$ cat config.mk
export PLATFORM = sky130hd
export DESIGN_NAME = date_add_subtract_days
export DESIGN_NICKNAME = d
export VERILOG_FILES = /design/src/rtl/core/dasd_pkg.sv /design/src/rtl/core/date_add_subtract_days.sv
export SDC_FILE = /design/constraint.sdc
export NUM_CORES = 1
export LEC_CHECK = 0
export BUFFER_PORTS_ARGS = -buffer_cell sky130_fd_sc_hd__buf_4
export CAP_MARGIN = 20
export CELL_PAD_IN_SITES_DETAIL_PLACEMENT = 0
export CELL_PAD_IN_SITES_GLOBAL_PLACEMENT = 2
export CORE_MARGIN = 8
export CORE_UTILIZATION = 34
export CTS_BUF_LIST = sky130_fd_sc_hd__clkbuf_4
export DETAILED_ROUTE_END_ITERATION = 16
export PLACE_DENSITY_LB_ADDON = 0.12
export SYNTH_ARGS = -nofsm -noshare
export SYNTH_HDL_FRONTEND = slang
export SYNTH_SLANG_ARGS = --single-unit
$ cat constraint.sdc
create_clock -name clk -period 4.8 [get_ports clk]
set_input_delay 0 -clock clk [delete_from_list [all_inputs] [get_ports clk]]
set_output_delay 0 -clock clk [all_outputs]
set_load 0.02 [all_outputs]
$ cat src/rtl/core/dasd_pkg.sv
// Shared types, constants and calendar helpers for the date add/subtract block.
// No dependencies; imported by the top level and the checker.
`timescale 1ns / 1ps

package dasd_pkg;

  // Channel widths, fields packed from bit 0 and padded to whole bytes
  localparam int IN_TDATA_W  = 40;  // year 12, month 4, day 5, day count 16
  localparam int OUT_TDATA_W = 24;  // year 12, month 4, day 5
  localparam int YEAR_W      = 12;
  localparam int MONTH_W     = 4;
  localparam int DAY_W       = 5;
  localparam int COUNT_W     = 16;
  localparam int M400_W      = 9;

  // Command codes carried on in_tuser
  localparam logic CMD_ADD = 1'b0;
  localparam logic CMD_SUB = 1'b1;

  // Calendar constants
  localparam logic [YEAR_W-1:0]  YEAR_LOW  = 12'd1970;
  localparam logic [YEAR_W-1:0]  YEAR_END  = 12'd3000;
  localparam logic [MONTH_W-1:0] MONTH_JAN = 4'd1;
  localparam logic [MONTH_W-1:0] MONTH_FEB = 4'd2;
  localparam logic [MONTH_W-1:0] MONTH_DEC = 4'd12;
  localparam logic [M400_W-1:0]  M400_LAST = 9'd399;

  // Length of a month; only February depends on the leap flag
  function automatic logic [DAY_W-1:0] days_in(input logic [MONTH_W-1:0] month,
                                               input logic leap);
    logic [DAY_W-1:0] len;
    case (month)
      4'd4, 4'd6, 4'd9, 4'd11: len = 5'd30;
      MONTH_FEB:               len = leap ? 5'd29 : 5'd28;
      default:                 len = 5'd31;
    endcase
    return len;
  endfunction

  // Year modulo 400 by a short chain of conditional subtracts
  function automatic logic [M400_W-1:0] year_mod400(input logic [YEAR_W-1:0] year);
    logic [YEAR_W-1:0] r;
    r = year;
    if (r >= 12'd3200) r = r - 12'd3200;
    if (r >= 12'd1600) r = r - 12'd1600;
    if (r >= 12'd800)  r = r - 12'd800;
    if (r >= 12'd400)  r = r - 12'd400;
    return r[M400_W-1:0];
  endfunction

  // Gregorian leap test from the low year bits and the year modulo 400
  function automatic logic leap_of(input logic [1:0] year_lo,
                                   input logic [M400_W-1:0] m400);
    return (year_lo == 2'd0) && (m400 != 9'd100) && (m400 != 9'd200) && (m400 != 9'd300);
  endfunction

endpackage

$ cat src/rtl/core/date_add_subtract_days.sv
// Top level of the Gregorian date add/subtract block.
// Depends on dasd_pkg for widths, command codes and calendar helpers.
`timescale 1ns / 1ps

// Moves a Gregorian date forward (in_tuser = 0) or backward (in_tuser = 1) by a
// day count, walking one month per clock through a single compare-and-subtract
// unit. A transaction is loaded, its year reduced and its start date set up
// before the walk, then the result waits on the output until taken. in_tready
// is low from acceptance until the result transaction completes. Invalid
// starting dates and walks that leave years 1970..2999 give out_tuser = 1 with
// an all-zero date. Only the low COUNT_BITS bits of the day count are used.
module date_add_subtract_days #(
  parameter int COUNT_BITS = 16
) (
  input  logic                              clk,
  input  logic                              rst_n,
  input  logic                              in_tvalid,
  output logic                              in_tready,
  // [11:0] start_year, [15:12] start_month, [20:16] start_day, [36:21] day_count
  input  logic [dasd_pkg::IN_TDATA_W-1:0]   in_tdata,
  // [0] command
  input  logic                              in_tuser,
  output logic                              out_tvalid,
  input  logic                              out_tready,
  // [11:0] result_year, [15:12] result_month, [20:16] result_day
  output logic [dasd_pkg::OUT_TDATA_W-1:0]  out_tdata,
  // [0] out_of_range
  output logic                              out_tuser
);
  import dasd_pkg::*;

  localparam int ACC_W = COUNT_BITS + 1;
  localparam int EXT_W = (COUNT_BITS > COUNT_W) ? COUNT_BITS : COUNT_W;

  typedef enum logic [2:0] {
    ST_IDLE,
    ST_REDUCE,
    ST_SETUP,
    ST_WALK,
    ST_DONE
  } state_t;

  state_t                  state_r, state_nxt;
  logic                    cmd_r, cmd_nxt;
  logic [YEAR_W-1:0]       year_r, year_nxt;
  logic [MONTH_W-1:0]      month_r, month_nxt;
  logic [DAY_W-1:0]        op_r, op_nxt;
  logic [ACC_W-1:0]        acc_r, acc_nxt;
  logic [M400_W-1:0]       m400_r, m400_nxt;
  logic                    leap_r, leap_nxt;
  logic                    out_tvalid_r, out_tvalid_nxt;
  logic [OUT_TDATA_W-1:0]  out_tdata_r, out_tdata_nxt;
  logic                    out_tuser_r, out_tuser_nxt;

  logic [EXT_W-1:0]        count_ext;
  logic [ACC_W-1:0]        count_in;
  logic                    start_leap;
  logic [DAY_W-1:0]        start_len;
  logic                    start_ok;
  logic                    is_sub;
  logic [ACC_W-1:0]        op_ext;
  logic                    take;
  logic                    wrap;
  logic [MONTH_W-1:0]      month_step;
  logic [YEAR_W-1:0]       year_step;
  logic [M400_W-1:0]       m400_step;
  logic                    leap_step;
  logic                    bound_hit;
  logic [DAY_W-1:0]        final_day;

  // Keep only the low COUNT_BITS bits of the incoming day count
  assign count_ext = EXT_W'(in_tdata[36:21]);
  assign count_in  = ACC_W'(count_ext[COUNT_BITS-1:0]);

  // Validate the starting date once the year residue is known
  assign start_leap = leap_of(year_r[1:0], m400_r);
  assign start_len  = days_in(month_r, start_leap);
  assign start_ok   = (year_r >= YEAR_LOW) && (year_r < YEAR_END) &&
                      (month_r >= MONTH_JAN) && (month_r <= MONTH_DEC) &&
                      (op_r != '0) && (op_r <= start_len);

  // Shared compare-subtract unit and one-month step
  assign is_sub     = (cmd_r == CMD_SUB);
  assign op_ext     = ACC_W'(op_r);
  assign take       = is_sub ? (acc_r >= op_ext) : (acc_r > op_ext);
  assign wrap       = is_sub ? (month_r == MONTH_JAN) : (month_r == MONTH_DEC);
  assign month_step = wrap ? (is_sub ? MONTH_DEC : MONTH_JAN)
                           : (is_sub ? month_r - 4'd1 : month_r + 4'd1);
  assign year_step  = is_sub ? year_r - 12'd1 : year_r + 12'd1;
  assign m400_step  = is_sub ? ((m400_r == '0) ? M400_LAST : m400_r - 9'd1)
                             : ((m400_r == M400_LAST) ? '0 : m400_r + 9'd1);
  assign leap_step  = leap_of(year_step[1:0], m400_step);
  assign bound_hit  = wrap && (is_sub ? (year_step < YEAR_LOW) : (year_step >= YEAR_END));
  assign final_day  = is_sub ? op_r - acc_r[DAY_W-1:0] : acc_r[DAY_W-1:0];

  // Sequence one transaction: load, reduce year, set up, walk, deliver
  always_comb begin
    state_nxt      = state_r;
    cmd_nxt        = cmd_r;
    year_nxt       = year_r;
    month_nxt      = month_r;
    op_nxt         = op_r;
    acc_nxt        = acc_r;
    m400_nxt       = m400_r;
    leap_nxt       = leap_r;
    out_tvalid_nxt = out_tvalid_r;
    out_tdata_nxt  = out_tdata_r;
    out_tuser_nxt  = out_tuser_r;
    case (state_r)
      ST_IDLE: begin
        if (in_tvalid) begin
          cmd_nxt   = in_tuser;
          year_nxt  = in_tdata[11:0];
          month_nxt = in_tdata[15:12];
          op_nxt    = in_tdata[20:16];
          acc_nxt   = count_in;
          state_nxt = ST_REDUCE;
        end
      end
      ST_REDUCE: begin
        m400_nxt  = year_mod400(year_r);
        state_nxt = ST_SETUP;
      end
      ST_SETUP: begin
        if (!start_ok) begin
          out_tdata_nxt  = '0;
          out_tuser_nxt  = 1'b1;
          out_tvalid_nxt = 1'b1;
          state_nxt      = ST_DONE;
        end else begin
          leap_nxt = start_leap;
          // Adding folds the start day into the count and compares to the month length
          if (!is_sub) begin
            acc_nxt = acc_r + op_ext;
            op_nxt  = start_len;
          end
          state_nxt = ST_WALK;
        end
      end
      ST_WALK: begin
        if (take) begin
          acc_nxt   = acc_r - op_ext;
          month_nxt = month_step;
          op_nxt    = days_in(month_step, wrap ? leap_step : leap_r);
          if (wrap) begin
            year_nxt = year_step;
            m400_nxt = m400_step;
            leap_nxt = leap_step;
          end
          if (bound_hit) begin
            out_tdata_nxt  = '0;
            out_tuser_nxt  = 1'b1;
            out_tvalid_nxt = 1'b1;
            state_nxt      = ST_DONE;
          end
        end else begin
          out_tdata_nxt  = OUT_TDATA_W'({final_day, month_r, year_r});
          out_tuser_nxt  = 1'b0;
          out_tvalid_nxt = 1'b1;
          state_nxt      = ST_DONE;
        end
      end
      ST_DONE: begin
        if (out_tready) begin
          out_tvalid_nxt = 1'b0;
          state_nxt      = ST_IDLE;
        end
      end
      default: begin
        state_nxt = ST_IDLE;
      end
    endcase
  end

  // Hold state, working registers and the registered result
  always_ff @(posedge clk) begin
    if (!rst_n) begin
      state_r      <= ST_IDLE;
      out_tvalid_r <= 1'b0;
    end else begin
      state_r      <= state_nxt;
      out_tvalid_r <= out_tvalid_nxt;
    end
    cmd_r       <= cmd_nxt;
    year_r      <= year_nxt;
    month_r     <= month_nxt;
    op_r        <= op_nxt;
    acc_r       <= acc_nxt;
    m400_r      <= m400_nxt;
    leap_r      <= leap_nxt;
    out_tdata_r <= out_tdata_nxt;
    out_tuser_r <= out_tuser_nxt;
  end

  assign in_tready  = (state_r == ST_IDLE);
  assign out_tvalid = out_tvalid_r;
  assign out_tdata  = out_tdata_r;
  assign out_tuser  = out_tuser_r;

endmodule

==> impl_metrics.csv <==
group,metric,value,unit
yosys,async_reset_ff_share,0,%
setup_path,r2r_end,"out_tdata[7]$_SDFFCE_PP0P_",
route,ant_nets,0,
placement,gp_congestion,0.853,
timing,setup-violations-final,0,
timing,max_freq,0.250,GHz
timing,min_period_over_period,83.3,%
clocking,path_clk_slew,130,ps
placement,port_buffers,65,
yosys,syn_avg_cell_area,8.78,µm²
timing,maxSlewViolCount,0,
yosys,synth_top_family_by_area,"compound AO/OA/AOI/OAI gates",
yosys,synthAdderAreaFrac,8.87,%
yosys,syn_inst,713,
outcome,status,"finished, final reports clean",
route,vias,5534,
global_routing,grt_max_degree,44,
power,seqPwrFrac,30.1,%
floorplanning,dieArea,23000,µm²
min_path,hp-class,"in2reg",
clocking,cts.sinks,75,
timing,layout_min_cycle_time,4000,ps
setup_path,endpoint,"out_tdata[7]$_SDFFCE_PP0P_",
clocking,cts_buffer_depth,2,
route,drcViolationCount,0,
cells_and_area,nets,893,
floorplanning,start_util,34.7,%
floorplanning,ios,72,
timing,hold_viol,0,
cells_and_area,final_layout_size_suffix_gt1_share,15.2,%
timing,clock_skew,22.9,ps
clocking,numCtsBuffers,9,
floorplanning,dieWidth,152,µm
floorplanning,num_rows,49,
power,power.leakage,3.02,nW
global_routing,grt_overflow_total,0,
setup_path,cp-end-kind,"flip-flop",
route,routed_via_density,5.32,
timing,tightest_slew,931,ps
global_routing,antenna_found_initial,1,
setup_path,cp_cell_sequence,"inv_1, buf_4, fa_1, nor2b_1, o21ai_0, a21oi_1, a31oi_1, o21ai_0, xor2_1, a211o_1, a41oi_1, nor2_2, buf_4",
floorplanning,chipHeight,152,µm
yosys,ys_seq_elements,75,
yosys,synth_edf_count,71,
cells_and_area,syn_to_final_growth,20.4,%
global_routing,grt_pass1_vias,5432,
clocking,clock-root-buffer,"clkbuf_4",
setup_path,worst-path-stages,13,
yosys,synth-main-ff-cell,"edfxtp_1",
setup_path,critPathTopFamily,"compound AO/OA/AOI/OAI gates",
setup_path,slowest_delay,760,ps
cells_and_area,utilization,41.8,%
flow_run,maxCapViolations,0,
placement,dp_hpwl,13.4,mm
route,drt_wl_total,18.0,mm
timing,fin_worst_hold_slack,269,ps
setup_path,critPathArrivalTime,4130,ps
power,peakVddDrop,0.331,mV
setup_path,crit_buf_inv,3,
power,p_int,2.40,mW
power,power.total,4.59,mW
clocking,cts_tree,"built",
clocking,cts_setup_buffers,0,
yosys,synth_compound_area_share,21.4,%
power,pwr-share-comb,59.5,%
setup_path,start_kind,"flip-flop",
setup_path,r2r_cells,13,
timing,rsz0062_at_grt,"no",
yosys,yosysWarnings,0,
yosys,netlist_area,6260,µm²
timing,slew_headroom,37.8,%
route,wire_per_inst,17.2,µm
clocking,clkLatencyLatePin,460,ps
timing,tns,0,ps
global_routing,track_usage,16.0,%
power,clock_power_share,10.4,%
setup_path,cp.required,4940,ps
clocking,postCtsResizedCells,0,
yosys,seq_area_frac_synth,35.3,%
power,p_switching,2.19,mW
setup_path,r2r_start,"cmd_r$_DFFE_PP_",
yosys,synth_xor_xnor_area_share,5.58,%
route,firstDrtPassIters,5,
yosys,synth.area.mux_share,2.48,%
yosys,synth-simple-area-share,20.8,%
yosys,synthDistinctLibCells,85,
setup_path,cp_slowest_cell,"edfxtp_1",
global_routing,grt_pass1_wl,29.2,mm
setup_path,r2r_slack,800,ps
setup_path,crit_path_start,"cmd_r$_DFFE_PP_",
clocking,hold_buffers,41,
power,sw_frac_of_total,47.7,%
route,drtIter0Drc,339,
power,power_density,609,nW/µm²
clocking,h-tree-depth,3,
floorplanning,core_area,18000,µm²
setup_path,crit_fanout,22,
setup_path,worstSetupPathType,"reg2reg",
[Yosys cell counts, types with 3 or more instances]
cell	instances	share of area (%)
clkbuf_1	25	1.5
nor2b_1	5	0.50
ha_1	38	7.6
o221ai_1	3	0.42
o21bai_1	3	0.36
o21ai_0	55	4.4
a21oi_1	35	2.8
a221o_1	4	0.64
fa_1	4	1.3
o22ai_1	9	0.90
nand2b_1	12	1.2
nor2_1	59	3.5
a21o_1	11	1.3
or2_2	5	0.50
buf_2	4	0.32
o21ai_1	3	0.24
and3_1	7	0.70
dfxtp_1	4	1.3
or3_1	6	0.60
a211oi_1	5	0.60
mux2i_1	13	2.1
nand2_1	83	5.0
nor4_1	4	0.40
edfxtp_1	71	34
buf_4	3	0.36
nand3b_1	3	0.36
a31oi_1	13	1.3
o32ai_1	3	0.42
nor3_1	15	1.2
nand4_1	10	1.0
o21a_1	9	1.1
inv_1	44	2.6
and4_1	3	0.42
a22oi_1	5	0.60
and2_1	6	0.60
nand3_1	25	2.0
o31ai_1	3	0.36
xnor2_1	28	3.9
a32oi_1	3	0.42
xor2_1	10	1.4
o211ai_1	4	0.48
[metrics by stage]
step | worst slack [ps] | area (µm²) | std cells
after floorplan | 201 | 6270 | 715
after global placement | 903 | 6960 | 983
after detailed placement | 794 | 6960 | 983
after CTS | 789 | 7530 | 1040
after global routing | 365 | 7530 | 1041
final | 802 | 7530 | 1041
[worst reg2reg max path: cells and delay by family, from the launching register on]
kind	cells	cell delay, ps
adder cells (fa/ha/maj)	1	490
flip-flops	1	760
AND/OR/NAND/NOR	2	350
AO/OA/AOI/OAI	6	1170
buffers and inverters	3	640
XOR/XNOR	1	270
[kinds of logic (layout without fill, tap and decap cells)]
kind of cell               after synthesis  count (layout)
other                                    1               4
muxes                                   15              15
DFF                                     75              75
buffers and inverters                   82             178
AOI/OAI and AO/OA                      197             197
xor gates and xnor gates                39              39
and+or+nand+nor                        262             262
adders and majority gates               42              42
[power by group through the flow]
stage	Combinational (mW)	Sequential, mW	Clock [mW]
6_report	2.73	1.38	0.477
5_1_grt	3.07	1.43	0.511
4_1_cts	2.74	1.38	0.493
3_5_place_dp	2.70	1.40	0
3_3_place_gp	2.67	1.39	0
2_1_floorplan	2.12	1.25	0
[state kept, by name, summed over array words and instances, names as in the netlist]
name / count
month_r: 4
out_tvalid: 1
acc_r: 17
out_tuser: 1
state_r: 3
m400_r: 9
op_r: 5
year_r: 12
cmd_r: 1
out_tdata: 21
leap_r: 1
[layout by cell type (no fill, tap or decap), types with 11 or more instances in the layout]
cell,netlist,layout
a21oi_1,35,35
nor2_1,59,58
nand3_1,25,25
buf_4,3,75
xnor2_1,28,28
edfxtp_1,71,71
nor3_1,15,15
inv_1,44,44
ha_1,38,38
clkbuf_4,0,11
mux2i_1,13,13
nand2_1,83,83
nand2b_1,12,12
dlygate4sd3_1,0,41
o21ai_0,55,54
a31oi_1,13,13
a21o_1,11,11
[routing by layer]
layer	part of all wire (%)	vias to the layer above	GRT usage [%]
met5	0	-	0
met4	0.83	0	3.92
li1	-	2804	-
met2	46	112	25.5
met1	50	2610	22.3
met3	3.2	8	2.58
[cell type report]
class,instances,area [µm²]
clock buffers,11,82.6
inverters,46,173
fillers,1815,10500
clock inverters,5,77.6
flip-flops and latches,75,2210
diodes,1,2.50
well taps,229,287
repair buffers,116,973
multi-input cells,558,3730
[how the worst min path moves through the flow]
stage / end / from / cells past startpoint
2_1_floorplan: cmd_r$_DFFE_PP_ / in_tuser / 0
3_3_place_gp: cmd_r$_DFFE_PP_ / in_tuser / 1
3_5_place_dp: cmd_r$_DFFE_PP_ / in_tuser / 1
4_1_cts: cmd_r$_DFFE_PP_ / in_tuser / 2
5_1_grt: cmd_r$_DFFE_PP_ / in_tuser / 2
6_report: cmd_r$_DFFE_PP_ / in_tuser / 2
Power figures use the tool's default switching activity.
